<file path="src/sv/pmacc_pkg.sv">
// ---------------------------------------------------------------------------
// pmacc_pkg: shared types and helpers for the per-point moment accumulator
// Command codes, the queued command format, sum slot numbering, saturation.
// ---------------------------------------------------------------------------
package pmacc_pkg;

   localparam int NSUMS      = 22;
   localparam int POINTS_DEF = 4096;
   localparam int CMDQ_DEPTH = 2;
   localparam int RSP_DEPTH  = 4;
   localparam int PT_LIMIT_W = 21;   // holds any POINTS up to 2^20

   // sum slots
   localparam int SUM_U   = 0;
   localparam int SUM_V   = 1;
   localparam int SUM_W   = 2;
   localparam int SUM_T   = 3;
   localparam int SUM_UU  = 4;
   localparam int SUM_VV  = 5;
   localparam int SUM_WW  = 6;
   localparam int SUM_UV  = 7;
   localparam int SUM_VW  = 8;
   localparam int SUM_WU  = 9;
   localparam int SUM_TT  = 10;
   localparam int SUM_TU  = 11;
   localparam int SUM_TV  = 12;
   localparam int SUM_TW  = 13;
   localparam int SUM_UUU = 14;
   localparam int SUM_VVV = 15;
   localparam int SUM_WWW = 16;
   localparam int SUM_TTT = 17;
   localparam int SUM_UUW = 18;
   localparam int SUM_VVW = 19;
   localparam int SUM_S   = 20;
   localparam int SUM_SS  = 21;

   localparam logic [15:0] FRAMES_MAX = 16'hFFFF;

   typedef enum logic [1:0] {
      OP_ACC  = 2'd0,
      OP_CLR  = 2'd1,
      OP_READ = 2'd2,
      OP_NOP  = 2'd3
   } op_type;

   typedef logic [NSUMS-1:0][63:0] row_type;

   typedef struct packed {
      op_type             op;
      logic [11:0]        point;
      logic               in_range;
      logic               pt_zero;
      logic               frame_start;
      logic signed [15:0] u;
      logic signed [15:0] v;
      logic signed [15:0] w;
      logic signed [15:0] t;
      logic signed [15:0] s;
      logic [4:0]         sel;
      logic               sel_ok;
   } cmd_type;

   function automatic logic [63:0] sx16(input logic [15:0] x);
      return {{48{x[15]}}, x};
   endfunction

   function automatic logic [63:0] sx32(input logic [31:0] x);
      return {{32{x[31]}}, x};
   endfunction

   function automatic logic [63:0] sx48(input logic [47:0] x);
      return {{16{x[47]}}, x};
   endfunction

   // two's complement add clamped to the signed 64-bit range
   function automatic logic [63:0] sat_add(input logic [63:0] a, input logic [63:0] b);
      logic [63:0] s;
      s = a + b;
      if ((a[63] == b[63]) && (s[63] != a[63]))
         s = a[63] ? 64'h8000_0000_0000_0000 : 64'h7FFF_FFFF_FFFF_FFFF;
      return s;
   endfunction

endpackage

</file>
<file path="src/sv/pma_rsp_queue.sv">
// ---------------------------------------------------------------------------
// pma_rsp_queue: result buffer
// Holds read results until the response side takes them.
// ---------------------------------------------------------------------------
module pma_rsp_queue (
   input  logic        clock,
   input  logic        reset,
   input  logic        push,
   input  logic [79:0] push_data,
   output logic        rsp_tvalid,
   input  logic        rsp_tready,
   output logic [79:0] rsp_tdata,
   output logic [$clog2(pmacc_pkg::RSP_DEPTH):0] count
);
   localparam int D  = pmacc_pkg::RSP_DEPTH;
   localparam int AW = $clog2(D);

   logic [79:0]   q_ff [D];
   logic [AW-1:0] wr_ptr_ff, rd_ptr_ff;
   logic [AW:0]   count_ff, count_in;
   logic pop;

   assign rsp_tvalid = count_ff != '0;
   assign rsp_tdata  = q_ff[rd_ptr_ff];
   assign pop        = rsp_tvalid && rsp_tready;
   assign count      = count_ff;
   assign count_in   = count_ff + (AW+1)'(push) - (AW+1)'(pop);

   always_ff @(posedge clock) begin
      if (reset) begin
         wr_ptr_ff <= '0;
         rd_ptr_ff <= '0;
         count_ff  <= '0;
      end else begin
         if (push) wr_ptr_ff <= wr_ptr_ff + 1'b1;
         if (pop)  rd_ptr_ff <= rd_ptr_ff + 1'b1;
         count_ff <= count_in;
      end
   end

   always_ff @(posedge clock) begin
      if (push) q_ff[wr_ptr_ff] <= push_data;
   end

endmodule

</file>
<file path="config.mk">
export PLATFORM = sky130hd
export DESIGN_NAME = pma_rsp_queue
export DESIGN_NICKNAME = d
export VERILOG_FILES = /design/src/sv/pmacc_pkg.sv /design/src/sv/pma_rsp_queue.sv
export SDC_FILE = /design/constraint.sdc
export NUM_CORES = 1
export LEC_CHECK = 0
export BUFFER_PORTS_ARGS = -buffer_cell sky130_fd_sc_hd__buf_4
export CAP_MARGIN = 5
export CORE_ASPECT_RATIO = 0.8
export CORE_MARGIN = 2
export CORE_UTILIZATION = 57
export DETAILED_ROUTE_END_ITERATION = 7
export PLACE_DENSITY = 0.85
export SYNTH_ARGS = -nofsm -noshare
export SYNTH_HDL_FRONTEND = slang
export SYNTH_SLANG_ARGS = --single-unit
export TNS_END_PERCENT = 100
</file>
<file path="constraint.sdc">
create_clock -name clock -period 4.4 [get_ports clock]
set_clock_uncertainty 0.2 [all_clocks]
set_input_delay 0 -clock clock [delete_from_list [all_inputs] [get_ports clock]]
set_output_delay 0 -clock clock [all_outputs]
set_load 0.005 [all_outputs]
</file>
==> results by group <==
Outcome
  • Outcome: finished, final reports clean

STA
  • Pins over their slew limit: 0
  • Final WS setup: 1.63 ns
  • Slew headroom: 0.219
  • Final Setup Violations: 0
  • Clock period minus worst slack: approximately 2.8 ns
  • Unrepaired setup endpoints after global routing: false
  • WHS: approximately 0.008 ns
  • Slew of the pin with the lowest slew margin: 1.17 ns
  • Fmax: approximately 0.36 GHz
  • Final period util: 0.630
  • Final hold vios: 0
  • Setup_tns: 0 ns

Global routing
  • Initial antenna violation count: 1
  • Overall Global Routing Usage: 0.225
  • Vias in the first global route: 6527
  • Remaining global-route overflow: 0
  • Largest net degree at the start of global routing: roughly 80
  • First-pass GRT wire length: between 30000 and 40000 um

Setup path
  • WP buf/inv: 2
  • Crit. End Element: output pin
  • CP Data Arrival Time: 2.57 ns
  • CP Cell Sequence: buf_12 > mux4_2 > buf_4
  • Reg2reg end: q_ff[0][49]
  • Worst R2R Start: wr_ptr_ff[0]
  • Critical-path maximum fanout: 48
  • Reg2reg setup slack: between 2 and 2.5 ns
  • Slowest stage delay, CP: between 0.7 and 0.8 ns
  • Crit. path cell count: 3
  • CP Class: flop to output pin
  • Register-to-Register Path Depth: 4
  • Worst Setup Start Kind: flop
  • CP delay by family, top: flip-flops
  • Worst EP required: ~4.2 ns
  • Crit path to: rsp_tdata[21]
  • Slowest-stage cell, CP: dfxtp_4

Yosys
  • Yosys cell types: 21
  • Commonest cells in the netlist: 320 x edfxtp_1, 80 x mux4_2, 9 x dfxtp_1
  • Post-synth top area cell: edfxtp_1
  • Net Count, Synth: approximately 550
  • Synth Area per Inst: 26.1 um2
  • Area contributors post-synth: edfxtp_1 79%, mux4_2 15%, dfxtp_1 1.5%
  • Mapped cell area: between 10000 and 15000 um2
  • Fraction of registers with async set/reset: 0
  • Number of enable flip-flop cells after synthesis: between 300 and 400
  • Synth warn: 0
  • Ys flop type: edfxtp_1
  • Yosys reg bits: 329
  • Post-synthesis cell count: ~460
  • Yosys top cell area share: 0.794
  • Sequential share of the synthesized area: 0.809
  • Top-count cell post-synth: edfxtp_1

Clock network
  • CTS tree: yes
  • Cts repair resizes: 0
  • Setup Fix Bufs, Post-CTS: 0
  • Clock Pin Slew Worst Setup and Hold Paths: approximately 0.06 ns
  • Max clock buf depth: 3
  • Hold_buf cts: 128
  • Clk Latency, worst-skew pair: 0.53 ns
  • H-tree levels: 1
  • CTS sink count: 329
  • Root Buffer: clkbuf_16
  • Num CTS Buffers: 30

Die
  • Die Area: 22400 um2
  • I/O pin total: around 170
  • Initial core utilization: 0.583
  • Core Region: around 21000 um2
  • Row count: 47
  • Die H: 134 um
  • Chip width: 167 um

Final layout
  • Final net count: 868
  • Util after Layout: 0.764
  • Area delta synth->final: 31.1%
  • Share of layout cells above drive strength 1: 0.383

Pwr
  • Total power draw: between 7 and 8 mW
  • Worst vdd ir: about 0.41 mV
  • PwrDens: between 400 and 500 nW/um2
  • Leakage: around 5.5 nW

Placement
  • Port bufs: 167
  • Pre-CTS setup slack: 2.01 ns
  • Placer Congestion: slightly above 0.7
  • DP HPWL: about 13000 um

Drt
  • Total Wirelength: around 25000 um
  • Antenna Nets Post-Route: 0
  • DRT Pass-1 Iters: 4
  • DR WL/cell: 23.0 um
  • Residual DRC: 0
  • Vias per cell: around 5.6
  • Drt initial violations: approximately 450
  • DR vias: approximately 6000

Flow run
  • Max-Cap Viols: 0

Hold path
  • Worst hold path type: input pin to flop
  • Hold Path Stages: 2
## cells in the final DEF, fill, tap and decap left out
master / instances
inv_1: 6
or3_1: 1
clkinv_1: 5
fa_1: 1
buf_4: 171
clkinvlp_4: 2
xor3_1: 1
diode_2: 2
buf_12: 1
ha_1: 6
clkbuf_1: 5
xnor2_1: 1
inv_6: 1
nor2_1: 5
edfxtp_1: 320
mux2i_1: 1
o311ai_0: 1
bufinv_16: 5
clkinv_4: 1
dlygate4sd3_1: 129
mux2_2: 3
and2_4: 4
clkinv_2: 6
nor2b_1: 4
dfxtp_4: 2
o31a_1: 1
mux4_2: 80
dfxtp_1: 7
clkbuf_16: 31
## per-stage QoR
step	cell area, um2	cells
finish	15900	1072
global route	15900	1071
CTS	15800	1069
detailed placement	13500	885
global placement	13500	885
floorplan	12100	463
## cells by family after synthesis
logic type,after synthesis,synth area share
flip-flops,329,0.809
multiplexers,84,0.153
buffers and inverters,25,0.0200
AND/OR/NAND/NOR,14,0.00621
adder cells (fa/ha/maj),7,0.00786
AO/OA/AOI/OAI,2,0.00145
XOR/XNOR,2,0.00269
## layout make-up
type / count / area (um2)
fill: 1071 / 4900
tap: 269 / 337
sequential: 329 / 9800
multi-input combinational: 109 / 2080
inverter: 6 / 22.5
timing repair buffer: 301 / 2590
clock buffer: 36 / 795
clock inverter: 20 / 231
antenna: 2 / 5.00
## registers in the layout, summed over array words and instances, names as in the netlist, named ones only
register   cells
rd_ptr_ff      2
count          3
q_ff         320
wr_ptr_ff      2
## how the worst min path moves through the flow
stage	slack, ns	from	end
finish	0.008	push_data[44]	q_ff[0][44]
global route	0.005	push_data[70]	q_ff[3][70]
CTS	0.0006	push_data[65]	q_ff[3][65]
detailed placement	0.005	push_data[44]	q_ff[1][44]
global placement	-0.0003	push_data[9]	q_ff[0][9]
floorplan	-0.10	push_data[0]	q_ff[0][0]
## worst register-to-register path, delay by kind of cell (launching register included)
family | cells | cell delay, ns
AND/OR/NAND/NOR | 1 | 0.71
adder cells (fa/ha/maj) | 1 | 0.16
buffers and inverters | 2 | 0.63
flip-flops | 1 | 0.34
## power breakdown
group	switching [mW]	internal (mW)
sequential	0.162	3.62
clock	1.09	1.58
combinational	0.535	0.880
## per-layer routing
metal	wire (um)	vias up	part of all wire	track usage
met5	0	-	0	0
met4	467	0	0.019	0.0503
met3	1490	44	0.060	0.0410
met2	13000	248	0.53	0.389
met1	9690	3094	0.39	0.305
li1	-	2611	-	-
(Power assumes the default switching activity.)
